[config.mk]
export PLATFORM = sky130hd
export DESIGN_NAME = nmea_rmc_gga_position_parser
export DESIGN_NICKNAME = d
export VERILOG_FILES = /design/src/sv/nrgp_pkg.sv /design/src/sv/nmea_rmc_gga_position_parser.sv /design/src/sv/nrgp_front.sv /design/src/sv/nrgp_opq.sv /design/src/sv/nrgp_back.sv
export SDC_FILE = /design/constraint.sdc
export NUM_CORES = 2
export LEC_CHECK = 0
export BUFFER_PORTS_ARGS = -buffer_cell sky130_fd_sc_hd__buf_2
export CORE_MARGIN = 3
export CORE_UTILIZATION = 29
export CTS_CLUSTER_SIZE = 12
export DETAILED_ROUTE_END_ITERATION = 6
export PLACE_DENSITY = 0.55
export SKIP_CTS_REPAIR_TIMING = 1
export SYNTH_ARGS = -nofsm -noshare
export SYNTH_HDL_FRONTEND = slang
export SYNTH_SLANG_ARGS = --single-unit
export TNS_END_PERCENT = 10
[constraint.sdc]
create_clock -name clk_i -period 25.2 [get_ports clk_i]
set_clock_uncertainty 0.1 [all_clocks]
set_input_delay 2.52 -clock clk_i [delete_from_list [all_inputs] [get_ports clk_i]]
set_output_delay 2.52 -clock clk_i [all_outputs]
set_load 0.05 [all_outputs]
[src/sv/nrgp_pkg.sv]
// ----------------------------------------------------------------------------
// NMEA RMC/GGA position parser package
// Shared types and constants for the field front end and the conversion back.
// ----------------------------------------------------------------------------
package nrgp_pkg;

  localparam logic KIND_RMC = 1'b0;
  localparam logic KIND_GGA = 1'b1;

  localparam int unsigned OPQ_DEPTH = 4;
  localparam int unsigned OPQ_AW    = $clog2(OPQ_DEPTH);

  localparam logic [34:0] ANGLE_LIMIT  = 35'd10006666665;
  localparam logic [22:0] SPEED_LIMIT  = 23'd5144444;
  localparam logic [16:0] COURSE_LIMIT = 17'd99999;
  localparam logic [15:0] KNOT_MUL     = 16'd33715;
  // Reciprocal of 60 scaled by 2^36, rounded up; exact for dividends below 2^30.
  localparam logic [30:0] RECIP60      = 31'd1145324613;
  localparam int unsigned RECIP_SHIFT  = 36;

  typedef enum logic [2:0] {
    FK_NONE,
    FK_LAT,
    FK_LAT_HEMI,
    FK_LON,
    FK_LON_HEMI,
    FK_SPEED,
    FK_COURSE
  } field_kind_e;

  typedef struct packed {
    field_kind_e fk;
    logic        kind;
    logic        emit;
    logic        neg;
    logic [19:0] int_part;
    logic [13:0] deg;
    logic [6:0]  mins;
    logic [19:0] frac;
    logic [2:0]  frac_cnt;
    logic [9:0]  frac3;
    logic [6:0]  frac2;
  } field_op_t;

endpackage

[src/sv/nmea_rmc_gga_position_parser.sv]
// ----------------------------------------------------------------------------
// NMEA RMC/GGA position parser
// Byte-serial parser that turns RMC and GGA sentences into fixed-point fixes.
// ----------------------------------------------------------------------------
// Throughput: one byte per cycle sustained; full rises only if the result
// queue stays unread long enough to back up the field queue.
// Path: a result word is shown once the byte that ends the last needed field
// has passed through the field queue and the three conversion stages.
// Reset: asynchronous and active low; the parser returns to hunting for '$'
// and the stored latitude, longitude and speed read zero.
module nmea_rmc_gga_position_parser #(
  parameter int unsigned FRACTION_DIGITS    = 5,
  parameter int unsigned MAX_INTEGER_DIGITS = 5
) (
  input  logic               clk_i,
  input  logic               rst_ni,
  input  logic               push,
  output logic               full,
  input  logic [7:0]         rx_byte_i,
  output logic               empty,
  input  logic               pop,
  output logic               sentence_kind_o,
  output logic signed [34:0] latitude_e7_o,
  output logic signed [34:0] longitude_e7_o,
  output logic [22:0]        speed_mm_s_o,
  output logic [16:0]        course_centideg_o
);
  import nrgp_pkg::*;

  // The front end classifies every byte and, when a field of interest ends,
  // hands a compact description of it to the field queue.
  logic      byte_acc;
  logic      op_push, op_pop, opq_empty, opq_full;
  field_op_t op_front, op_head;

  // A word is taken whenever the field queue can absorb the worst case of one
  // field ending on this byte.
  assign full     = opq_full;
  assign byte_acc = push && !full;

  nrgp_front #(
    .FRACTION_DIGITS    (FRACTION_DIGITS),
    .MAX_INTEGER_DIGITS (MAX_INTEGER_DIGITS)
  ) u_front (
    .clk_i        (clk_i),
    .rst_ni       (rst_ni),
    .byte_valid_i (byte_acc),
    .rx_byte_i    (rx_byte_i),
    .op_valid_o   (op_push),
    .op_o         (op_front)
  );

  nrgp_opq u_opq (
    .clk_i   (clk_i),
    .rst_ni  (rst_ni),
    .push_i  (op_push),
    .op_i    (op_front),
    .pop_i   (op_pop),
    .op_o    (op_head),
    .empty_o (opq_empty),
    .full_o  (opq_full)
  );

  // The back end converts fields in order, so a hemisphere field always sees
  // the angle that came before it, and holds the result queue.
  nrgp_back u_back (
    .clk_i             (clk_i),
    .rst_ni            (rst_ni),
    .op_valid_i        (!opq_empty),
    .op_i              (op_head),
    .op_pop_o          (op_pop),
    .pop_i             (pop),
    .empty_o           (empty),
    .sentence_kind_o   (sentence_kind_o),
    .latitude_e7_o     (latitude_e7_o),
    .longitude_e7_o    (longitude_e7_o),
    .speed_mm_s_o      (speed_mm_s_o),
    .course_centideg_o (course_centideg_o)
  );

  a_no_push_when_full: assert property (@(posedge clk_i) disable iff (!rst_ni)
    op_push |-> !opq_full) else $error("field queue written while full");

  a_no_pop_when_empty: assert property (@(posedge clk_i) disable iff (!rst_ni)
    op_pop |-> !opq_empty) else $error("field queue read while empty");

  a_push_lands: assert property (@(posedge clk_i) disable iff (!rst_ni)
    op_push |=> !opq_empty) else $error("field queue lost a pushed field");

endmodule

[src/sv/nrgp_front.sv]
// ----------------------------------------------------------------------------
// NMEA parser front end
// Matches the header, counts fields and gathers the digits of each field.
// ----------------------------------------------------------------------------
module nrgp_front #(
  parameter int unsigned FRACTION_DIGITS    = 5,
  parameter int unsigned MAX_INTEGER_DIGITS = 5
) (
  input  logic                clk_i,
  input  logic                rst_ni,
  input  logic                byte_valid_i,
  input  logic [7:0]          rx_byte_i,
  output logic                op_valid_o,
  output nrgp_pkg::field_op_t op_o
);
  import nrgp_pkg::*;

  function automatic longint unsigned pow10(input int unsigned n);
    longint unsigned r;
    r = 1;
    for (int unsigned i = 0; i < n; i++) r = r * 10;
    return r;
  endfunction

  localparam logic [19:0] IntLimit = 20'(pow10(MAX_INTEGER_DIGITS) - 1);
  localparam logic [13:0] DegLimit = 14'(pow10(MAX_INTEGER_DIGITS - 2) - 1);
  localparam logic [2:0]  FracMax  = 3'(FRACTION_DIGITS);

  localparam logic [7:0] ChDollar = 8'h24;
  localparam logic [7:0] ChComma  = 8'h2C;
  localparam logic [7:0] ChStar   = 8'h2A;
  localparam logic [7:0] ChCr     = 8'h0D;
  localparam logic [7:0] ChLf     = 8'h0A;
  localparam logic [7:0] ChPoint  = 8'h2E;
  localparam logic [7:0] ChZero   = 8'h30;
  localparam logic [7:0] ChNine   = 8'h39;
  localparam logic [7:0] ChSouth  = 8'h53;
  localparam logic [7:0] ChWest   = 8'h57;

  typedef enum logic [1:0] {
    PH_HUNT,
    PH_HEADER,
    PH_FIELDS
  } phase_e;

  function automatic logic [7:0] hdr_rmc(input logic [2:0] pos);
    case (pos)
      3'd0:    return 8'h47;
      3'd1:    return 8'h4E;
      3'd2:    return 8'h52;
      3'd3:    return 8'h4D;
      default: return 8'h43;
    endcase
  endfunction

  function automatic logic [7:0] hdr_gga(input logic [2:0] pos);
    case (pos)
      3'd0:    return 8'h47;
      3'd1:    return 8'h4E;
      3'd2:    return 8'h47;
      3'd3:    return 8'h47;
      default: return 8'h41;
    endcase
  endfunction

  phase_e      phase_q, phase_d;
  logic [2:0]  pos_q, pos_d;
  logic [1:0]  cand_q, cand_d;
  logic [3:0]  field_q, field_d;
  logic        kind_q, kind_d;
  logic [19:0] int_q, int_d;
  logic [13:0] deg_q, deg_d;
  logic [3:0]  tens_q, tens_d;
  logic [3:0]  ones_q, ones_d;
  logic [19:0] frac_q, frac_d;
  logic [2:0]  cnt_q, cnt_d;
  logic [9:0]  frac3_q, frac3_d;
  logic [6:0]  frac2_q, frac2_d;
  logic        point_q, point_d;
  logic [1:0]  hlen_q, hlen_d;
  logic        hmatch_q, hmatch_d;

  field_kind_e fk;
  logic        is_end, is_term, is_digit;
  logic [3:0]  dig;
  logic [23:0] int_next;
  logic [1:0]  cand_new;
  logic [3:0]  last_field;

  always_comb begin
    fk = FK_NONE;
    if (kind_q == KIND_RMC) begin
      case (field_q)
        4'd3:    fk = FK_LAT;
        4'd4:    fk = FK_LAT_HEMI;
        4'd5:    fk = FK_LON;
        4'd6:    fk = FK_LON_HEMI;
        4'd7:    fk = FK_SPEED;
        4'd8:    fk = FK_COURSE;
        default: fk = FK_NONE;
      endcase
    end else begin
      case (field_q)
        4'd2:    fk = FK_LAT;
        4'd3:    fk = FK_LAT_HEMI;
        4'd4:    fk = FK_LON;
        4'd5:    fk = FK_LON_HEMI;
        default: fk = FK_NONE;
      endcase
    end
  end

  assign is_end     = (rx_byte_i == ChStar) || (rx_byte_i == ChCr) || (rx_byte_i == ChLf);
  assign is_term    = is_end || (rx_byte_i == ChComma);
  assign is_digit   = (rx_byte_i >= ChZero) && (rx_byte_i <= ChNine);
  assign dig        = rx_byte_i[3:0];
  assign int_next   = 24'(int_q) * 24'd10 + 24'(dig);
  assign last_field = (kind_q == KIND_RMC) ? 4'd8 : 4'd5;
  assign cand_new   = cand_q & {rx_byte_i == hdr_gga(pos_q), rx_byte_i == hdr_rmc(pos_q)};

  always_comb begin
    phase_d  = phase_q;
    pos_d    = pos_q;
    cand_d   = cand_q;
    field_d  = field_q;
    kind_d   = kind_q;
    int_d    = int_q;
    deg_d    = deg_q;
    tens_d   = tens_q;
    ones_d   = ones_q;
    frac_d   = frac_q;
    cnt_d    = cnt_q;
    frac3_d  = frac3_q;
    frac2_d  = frac2_q;
    point_d  = point_q;
    hlen_d   = hlen_q;
    hmatch_d = hmatch_q;
    op_valid_o = 1'b0;

    op_o.fk       = fk;
    op_o.kind     = kind_q;
    op_o.emit     = (field_q == last_field);
    op_o.neg      = (hlen_q == 2'd1) && hmatch_q;
    op_o.int_part = int_q;
    op_o.deg      = deg_q;
    op_o.mins     = 7'(tens_q) * 7'd10 + 7'(ones_q);
    op_o.frac     = frac_q;
    op_o.frac_cnt = cnt_q;
    op_o.frac3    = frac3_q;
    op_o.frac2    = frac2_q;

    if (byte_valid_i) begin
      if (rx_byte_i == ChDollar) begin
        phase_d = PH_HEADER;
        pos_d   = 3'd0;
        cand_d  = 2'b11;
      end else begin
        case (phase_q)
          PH_HEADER: begin
            if (pos_q < 3'd5) begin
              if (cand_new == 2'b00) begin
                phase_d = PH_HUNT;
              end else begin
                cand_d = cand_new;
                pos_d  = pos_q + 3'd1;
              end
            end else if (rx_byte_i == ChComma) begin
              phase_d = PH_FIELDS;
              kind_d  = cand_q[0] ? KIND_RMC : KIND_GGA;
              field_d = 4'd1;
            end else begin
              phase_d = PH_HUNT;
            end
          end
          PH_FIELDS: begin
            if (is_term) begin
              op_valid_o = (fk != FK_NONE);
              if (field_q == last_field || is_end) begin
                phase_d = PH_HUNT;
              end else if (field_q < 4'd15) begin
                field_d = field_q + 4'd1;
              end
            end else if (fk == FK_LAT_HEMI || fk == FK_LON_HEMI) begin
              if (hlen_q == 2'd0 &&
                  rx_byte_i == ((fk == FK_LAT_HEMI) ? ChSouth : ChWest)) begin
                hmatch_d = 1'b1;
              end
              if (hlen_q < 2'd2) hlen_d = hlen_q + 2'd1;
            end else if (fk != FK_NONE) begin
              if (is_digit) begin
                if (!point_q) begin
                  if (int_next > 24'(IntLimit)) begin
                    int_d  = IntLimit;
                    deg_d  = DegLimit;
                    tens_d = 4'd9;
                    ones_d = 4'd9;
                  end else begin
                    int_d  = int_next[19:0];
                    deg_d  = 14'(deg_q * 14'd10) + 14'(tens_q);
                    tens_d = ones_q;
                    ones_d = dig;
                  end
                end else if (cnt_q < FracMax) begin
                  frac_d = 20'(frac_q * 20'd10) + 20'(dig);
                  cnt_d  = cnt_q + 3'd1;
                  if (cnt_q < 3'd3) frac3_d = 10'(frac3_q * 10'd10) + 10'(dig);
                  if (cnt_q < 3'd2) frac2_d = 7'(frac2_q * 7'd10) + 7'(dig);
                end
              end else if (rx_byte_i == ChPoint) begin
                point_d = 1'b1;
              end
            end
          end
          default: phase_d = PH_HUNT;
        endcase
      end

      // Every field starts from empty accumulators.
      if (phase_d == PH_FIELDS && (phase_q != PH_FIELDS || is_term)) begin
        int_d    = '0;
        deg_d    = '0;
        tens_d   = '0;
        ones_d   = '0;
        frac_d   = '0;
        cnt_d    = '0;
        frac3_d  = '0;
        frac2_d  = '0;
        point_d  = 1'b0;
        hlen_d   = '0;
        hmatch_d = 1'b0;
      end
    end
  end

  always_ff @(posedge clk_i or negedge rst_ni) begin
    if (!rst_ni) begin
      phase_q  <= PH_HUNT;
      pos_q    <= '0;
      cand_q   <= 2'b11;
      field_q  <= '0;
      kind_q   <= KIND_RMC;
      int_q    <= '0;
      deg_q    <= '0;
      tens_q   <= '0;
      ones_q   <= '0;
      frac_q   <= '0;
      cnt_q    <= '0;
      frac3_q  <= '0;
      frac2_q  <= '0;
      point_q  <= 1'b0;
      hlen_q   <= '0;
      hmatch_q <= 1'b0;
    end else begin
      phase_q  <= phase_d;
      pos_q    <= pos_d;
      cand_q   <= cand_d;
      field_q  <= field_d;
      kind_q   <= kind_d;
      int_q    <= int_d;
      deg_q    <= deg_d;
      tens_q   <= tens_d;
      ones_q   <= ones_d;
      frac_q   <= frac_d;
      cnt_q    <= cnt_d;
      frac3_q  <= frac3_d;
      frac2_q  <= frac2_d;
      point_q  <= point_d;
      hlen_q   <= hlen_d;
      hmatch_q <= hmatch_d;
    end
  end

endmodule

[src/sv/nrgp_opq.sv]
// ----------------------------------------------------------------------------
// NMEA parser field queue
// Short queue of finished fields between the front end and the back end.
// ----------------------------------------------------------------------------
module nrgp_opq (
  input  logic                clk_i,
  input  logic                rst_ni,
  input  logic                push_i,
  input  nrgp_pkg::field_op_t op_i,
  input  logic                pop_i,
  output nrgp_pkg::field_op_t op_o,
  output logic                empty_o,
  output logic                full_o
);
  import nrgp_pkg::*;

  field_op_t         mem_q [OPQ_DEPTH];
  logic [OPQ_AW-1:0] wr_q, rd_q;
  logic [OPQ_AW:0]   cnt_q;

  assign empty_o = (cnt_q == '0);
  assign full_o  = (cnt_q == (OPQ_AW+1)'(OPQ_DEPTH));
  assign op_o    = mem_q[rd_q];

  always_ff @(posedge clk_i) begin
    if (push_i) mem_q[wr_q] <= op_i;
  end

  always_ff @(posedge clk_i or negedge rst_ni) begin
    if (!rst_ni) begin
      wr_q  <= '0;
      rd_q  <= '0;
      cnt_q <= '0;
    end else begin
      if (push_i) wr_q <= wr_q + 1'b1;
      if (pop_i)  rd_q <= rd_q + 1'b1;
      cnt_q <= cnt_q + (OPQ_AW+1)'(push_i) - (OPQ_AW+1)'(pop_i);
    end
  end

endmodule

[src/sv/nrgp_back.sv]
// ----------------------------------------------------------------------------
// NMEA parser conversion back end
// Three-stage unit scaling fields to fixed point, with a two-word result queue.
// ----------------------------------------------------------------------------
module nrgp_back (
  input  logic                clk_i,
  input  logic                rst_ni,
  input  logic                op_valid_i,
  input  nrgp_pkg::field_op_t op_i,
  output logic                op_pop_o,
  input  logic                pop_i,
  output logic                empty_o,
  output logic                sentence_kind_o,
  output logic signed [34:0]  latitude_e7_o,
  output logic signed [34:0]  longitude_e7_o,
  output logic [22:0]         speed_mm_s_o,
  output logic [16:0]         course_centideg_o
);
  import nrgp_pkg::*;

  typedef struct packed {
    field_kind_e fk;
    logic        kind;
    logic        emit;
    logic        neg;
  } tag_t;

  typedef struct packed {
    logic        kind;
    logic [34:0] lat;
    logic [34:0] lon;
    logic [22:0] speed;
    logic [16:0] course;
  } result_t;

  logic        s1_v_q, s2_v_q, s3_v_q;
  tag_t        s1_tag_q, s2_tag_q, s3_tag_q;
  logic [29:0] s1_x_q;
  logic [36:0] s1_deg_q, s2_deg_q;
  logic [29:0] s1_milli_q;
  logic [26:0] s1_centi_q;
  logic [60:0] s2_prod_q;
  logic [45:0] s2_spd_q;
  logic [16:0] s2_course_q, s3_course_q;
  logic [34:0] s3_angle_q;
  logic [22:0] s3_speed_q;

  logic [34:0] lat_q, lon_q, lat_n, lon_n;
  logic [22:0] speed_q, speed_n;

  result_t     res_q [2];
  logic        res_wr_q, res_rd_q;
  logic [1:0]  res_cnt_q;
  logic        res_full, res_push, res_pop, adv;
  result_t     res_new;

  logic [23:0] p7;
  logic [9:0]  p3;
  logic [6:0]  p2;
  logic [37:0] angle_sum;
  logic [29:0] speed_raw;

  assign res_full = (res_cnt_q == 2'd2);
  assign adv      = !(s3_v_q && s3_tag_q.emit && res_full);
  assign op_pop_o = adv && op_valid_i;
  assign res_push = adv && s3_v_q && s3_tag_q.emit;
  assign res_pop  = pop_i && !empty_o;
  assign empty_o  = (res_cnt_q == 2'd0);

  // Scale of the kept fraction digits up to 10^-7, 10^-3 and 10^-2.
  always_comb begin
    case (op_i.frac_cnt)
      3'd0:    p7 = 24'd10000000;
      3'd1:    p7 = 24'd1000000;
      3'd2:    p7 = 24'd100000;
      3'd3:    p7 = 24'd10000;
      3'd4:    p7 = 24'd1000;
      3'd5:    p7 = 24'd100;
      default: p7 = 24'd10;
    endcase
    case (op_i.frac_cnt)
      3'd0:    p3 = 10'd1000;
      3'd1:    p3 = 10'd100;
      3'd2:    p3 = 10'd10;
      default: p3 = 10'd1;
    endcase
    case (op_i.frac_cnt)
      3'd0:    p2 = 7'd100;
      3'd1:    p2 = 7'd10;
      default: p2 = 7'd1;
    endcase
  end

  assign angle_sum = 38'(s2_deg_q) + 38'(s2_prod_q[60:RECIP_SHIFT]);
  assign speed_raw = s2_spd_q[45:16];

  always_comb begin
    lat_n   = lat_q;
    lon_n   = lon_q;
    speed_n = speed_q;
    if (s3_v_q) begin
      case (s3_tag_q.fk)
        FK_LAT:      lat_n = s3_angle_q;
        FK_LON:      lon_n = s3_angle_q;
        FK_LAT_HEMI: if (s3_tag_q.neg) lat_n = 35'(0) - lat_q;
        FK_LON_HEMI: if (s3_tag_q.neg) lon_n = 35'(0) - lon_q;
        FK_SPEED:    speed_n = s3_speed_q;
        default:     ;
      endcase
    end
    res_new.kind   = s3_tag_q.kind;
    res_new.lat    = lat_n;
    res_new.lon    = lon_n;
    res_new.speed  = (s3_tag_q.kind == KIND_RMC) ? speed_n : '0;
    res_new.course = (s3_tag_q.kind == KIND_RMC && s3_tag_q.fk == FK_COURSE) ?
                     s3_course_q : '0;
  end

  always_ff @(posedge clk_i) begin
    if (adv) begin
      s1_tag_q   <= '{fk: op_i.fk, kind: op_i.kind, emit: op_i.emit, neg: op_i.neg};
      s1_x_q     <= 30'(op_i.mins) * 30'd10000000 + 30'(op_i.frac) * 30'(p7) + 30'd30;
      s1_deg_q   <= 37'(op_i.deg) * 37'd10000000;
      s1_milli_q <= 30'(op_i.int_part) * 30'd1000 + 30'(op_i.frac3) * 30'(p3);
      s1_centi_q <= 27'(op_i.int_part) * 27'd100 + 27'(op_i.frac2) * 27'(p2);

      s2_tag_q    <= s1_tag_q;
      s2_prod_q   <= 61'(s1_x_q) * 61'(RECIP60);
      s2_deg_q    <= s1_deg_q;
      s2_spd_q    <= 46'(s1_milli_q) * 46'(KNOT_MUL);
      s2_course_q <= (s1_centi_q > 27'(COURSE_LIMIT)) ? COURSE_LIMIT : s1_centi_q[16:0];

      s3_tag_q    <= s2_tag_q;
      s3_angle_q  <= (angle_sum > 38'(ANGLE_LIMIT)) ? ANGLE_LIMIT : angle_sum[34:0];
      s3_speed_q  <= (speed_raw > 30'(SPEED_LIMIT)) ? SPEED_LIMIT : speed_raw[22:0];
      s3_course_q <= s2_course_q;
    end
    if (res_push) res_q[res_wr_q] <= res_new;
  end

  always_ff @(posedge clk_i or negedge rst_ni) begin
    if (!rst_ni) begin
      s1_v_q    <= 1'b0;
      s2_v_q    <= 1'b0;
      s3_v_q    <= 1'b0;
      lat_q     <= '0;
      lon_q     <= '0;
      speed_q   <= '0;
      res_wr_q  <= 1'b0;
      res_rd_q  <= 1'b0;
      res_cnt_q <= '0;
    end else begin
      if (adv) begin
        s1_v_q  <= op_valid_i;
        s2_v_q  <= s1_v_q;
        s3_v_q  <= s2_v_q;
        lat_q   <= lat_n;
        lon_q   <= lon_n;
        speed_q <= speed_n;
      end
      if (res_push) res_wr_q <= ~res_wr_q;
      if (res_pop)  res_rd_q <= ~res_rd_q;
      res_cnt_q <= res_cnt_q + 2'(res_push) - 2'(res_pop);
    end
  end

  assign sentence_kind_o   = res_q[res_rd_q].kind;
  assign latitude_e7_o     = res_q[res_rd_q].lat;
  assign longitude_e7_o    = res_q[res_rd_q].lon;
  assign speed_mm_s_o      = res_q[res_rd_q].speed;
  assign course_centideg_o = res_q[res_rd_q].course;

endmodule
==> summary.txt <==
Worst Setup Path Type: reg2reg
Rows: 203
Vias in the first global route: 59,500
Fmax: 0.0910 GHz
Detailed Place HPWL: 168 mm
Hold Crit Depth: 0
Hold Crit Start: u_back.s1_deg_q[31]$_DFFE_PN_
Ys Warns: 0
Synth top area cells: edfxtp_1 (29%), fa_1 (18%), ha_1 (16%)
Overflow left after global routing: 0
Filler cells: 30,600
Die area: 0.315 mm2
Area share of the leading cell type in the synthesized netlist: 29.4%
DRC violation count after routing: 1
Failing checks: design-rule violations
Initial DRC Count: 3,743
Ys async rst share: 18.9%
Gr usage total: 13.4%
Startpoint type of the worst setup path: flop
Library cells used by synthesis: 111
Slew margin rel.: 6.17%
Seq/Total Area, Yosys: 35.1%
Synthesized instance count: 7,771
Antenna viol nets, final: 0
Status: finished with violations
Register bit total from synthesis: 1,081
DR pass1 iterations: 7
Most frequent cells after synthesis: inv_1 (1,316), ha_1 (1,128), edfxtp_1 (877)
Max cap viols: 0
Clock latency on the worst-skew pair: 790 ps
Sink Count: 1,081
Hold WC Path Type: reg2reg
Via density: 4.68
H-tree levels: 3
Final Hold Fails: 0
Worst-path clk slew: 60 ps
Top-count cell post-synth: inv_1
Worst-path fanout max: 48
Pwr Density: 37.6 mW/mm2
Syn_nets: 9,732
Layout cells sized above 1: 9.28%
Reg-to-reg slack, setup: 14,210 ps
Leak Pwr: 47.9 nW
Die W: 561 um
Routed wire length: 211 mm
RSZ-0062 raised after global routing: false
CP dominant cell by count: fa_1
FF-to-FF path depth: 27
IO Pins: 125
Total CTS buffers: 119
First-pass GRT wire length: 339 mm
Mapped cell area: 0.0895 mm2
CP max stage delay: 1070 ps
CTS Buffer Depth: 3
Initial antenna violation count: 13
Hold Path Sink: u_back.s2_deg_q[31]$_DFFE_PN_
Largest net degree at the start of global routing: 115
Setup tns final: 0 ps
R2r endpoint: u_back.s1_x_q[26]$_DFFE_PN_
Worst ir drop on vdd: 0.0566 mV
Syn Area/Cell: 11.5 um2
Routed via count: 56,700
Slew of the pin with the lowest slew margin: 1400 ps
Final min period: 10,990 ps
Req. time, crit path: 25,610 ps
Post-synth EDFFs: 877
Final net count: 9,861
Synth area leader: edfxtp_1
Top_reg_cell synth: edfxtp_1
CP max stage cell: nor2_1
Setup-failing EPs final: 0
GP Congestion: 0.889
Wirelength per Cell: 17.5 um
Total Power: 0.00373 W
Core Area: 0.306 mm2
Initial Util: 29.2%
Area grow syn2layout: 10.7%
Root Buffer: clkbuf_16
Min Hold Slack: 283 ps
CTS tree: built
Share of the clock period used by the worst path: 43.6%
Cell Area, Placed: 0.0951 mm2
Slew Limit Fails: 0
Die height: 561 um
Crit end category: flop
Worst EP arrival: 11,400 ps
Worst R2R Start: u_opq.rd_q[1]$_DFFE_PN0P_
Post-route cell area: 0.0990 mm2
IO buf count: 124
cells in the final DEF, fill, tap and decap left out, types with 101 or more instances in the layout:
| cell type | synthesis | layout |
|---|---|---|
| inv_1 | 1316 | 1316 |
| ha_1 | 1128 | 1128 |
| edfxtp_1 | 877 | 877 |
| fa_1 | 821 | 821 |
| nand2_1 | 497 | 497 |
| nor2_1 | 366 | 362 |
| a21oi_1 | 241 | 241 |
| o21ai_0 | 240 | 239 |
| xnor2_1 | 227 | 227 |
| mux2_2 | 207 | 207 |
| dfrtp_1 | 202 | 199 |
| buf_2 | 20 | 123 |
| clkbuf_16 | 0 | 119 |
| nor3_1 | 113 | 112 |
| and2_1 | 111 | 106 |
| a21o_1 | 104 | 104 |
| xor2_1 | 101 | 101 |
flip-flops by register name, summed over array words and instances (netlist names), 7 cells and up:
| signal | flops |
|---|---|
| u_back.s3_course_q | 17 |
| u_back.s2_course_q | 17 |
| u_back.s3_speed_q | 23 |
| u_back.res_q | 222 |
| u_opq.mem_q | 344 |
| u_front.frac3_q | 10 |
| u_front.frac_q | 20 |
| u_back.speed_q | 23 |
| u_back.lat_q | 35 |
| u_back.s2_deg_q | 30 |
| u_back.lon_q | 35 |
| u_back.s1_x_q | 29 |
| u_back.s3_angle_q | 35 |
| u_back.s2_prod_q | 25 |
| u_back.s1_deg_q | 30 |
| u_back.s1_centi_q | 27 |
| u_back.s1_milli_q | 30 |
| u_back.s2_spd_q | 30 |
| u_front.frac2_q | 7 |
| u_front.deg_q | 14 |
| u_front.int_q | 20 |
cell families (layout without fill, tap and decap cells):
kind of cell	count (synthesis)	in the layout	synth area share [%]
other cells	1	7	0.00419
buf+inv	1498	1730	6.34
fa+ha+maj	1949	1949	34.1
simple gates	1587	1587	8.75
mux	301	301	4.74
compound gates	1026	1026	7.65
xor+xnor	328	328	3.21
flops	1081	1081	35.1
worst max-delay path: cells and delay by family, from the launching register on:
family	cells	cell delay (ps)
AOI/OAI and AO/OA	6	1680
adders and majority gates	8	4050
buffers and inverters	7	1400
DFF	1	630
muxes	1	690
and+or+nand+nor	5	2100
layout make-up:
cell class                      instances  area [um2]  share of cell area (%)
Antenna cell                            6        15.0                  0.0152
Clock inverter                         55         654                   0.661
Timing Repair Buffer                  188        1110                    1.12
Tap cell                             4100        5130                    5.18
Sequential cell                      1081       31500                    31.8
Clock buffer                          169        3260                    3.29
Inverter                             1318        4950                    5.00
Multi-Input combinational cell       5192       52400                    53.0
power by group:
group | internal, W | leakage (nW) | total, W | switching, W
logic | 0.0000341 | 33.7 | 0.0000749 | 0.0000408
clock network | 0.000989 | 1.88 | 0.00172 | 0.000733
registers | 0.00191 | 12.3 | 0.00193 | 0.0000184
total | 0.00293 | 47.9 | 0.00373 | 0.000792
layer usage:
| layer | vias up | track usage (%) | share of wire (%) |
|---|---|---|---|
| met5 | - | 0 | 0.024 |
| met4 | 6 | 3.56 | 2.5 |
| met3 | 259 | 1.57 | 4.2 |
| met2 | 1174 | 21.5 | 45 |
| met1 | 28400 | 19.1 | 48 |
| li1 | 26900 | - | - |
metrics by stage:
stage               setup WS (ps)  utilization [%]  cells
global route                13820             32.3  12100
finish                      14210             32.3  12100
detailed placement          14220             31.0  11900
global placement            14400             31.0  11900
CTS                         14250             32.3  12100
floorplan                   13960                -   7771
worst max-delay path by stage:
stage | cells after the start | start | endpoint
after floorplan | 38 | u_opq.rd_q[0]$_DFFE_PN0P_ | u_back.s1_x_q[26]$_DFFE_PN_
after global placement | 27 | u_opq.rd_q[1]$_DFFE_PN0P_ | u_back.s1_x_q[26]$_DFFE_PN_
after detailed placement | 27 | u_opq.rd_q[1]$_DFFE_PN0P_ | u_back.s1_x_q[26]$_DFFE_PN_
after CTS | 27 | u_opq.rd_q[1]$_DFFE_PN0P_ | u_back.s1_x_q[26]$_DFFE_PN_
after global routing | 27 | u_opq.rd_q[1]$_DFFE_PN0P_ | u_back.s1_x_q[26]$_DFFE_PN_
final | 27 | u_opq.rd_q[1]$_DFFE_PN0P_ | u_back.s1_x_q[26]$_DFFE_PN_
No activity file was read; power rests on OpenSTA's default activity.
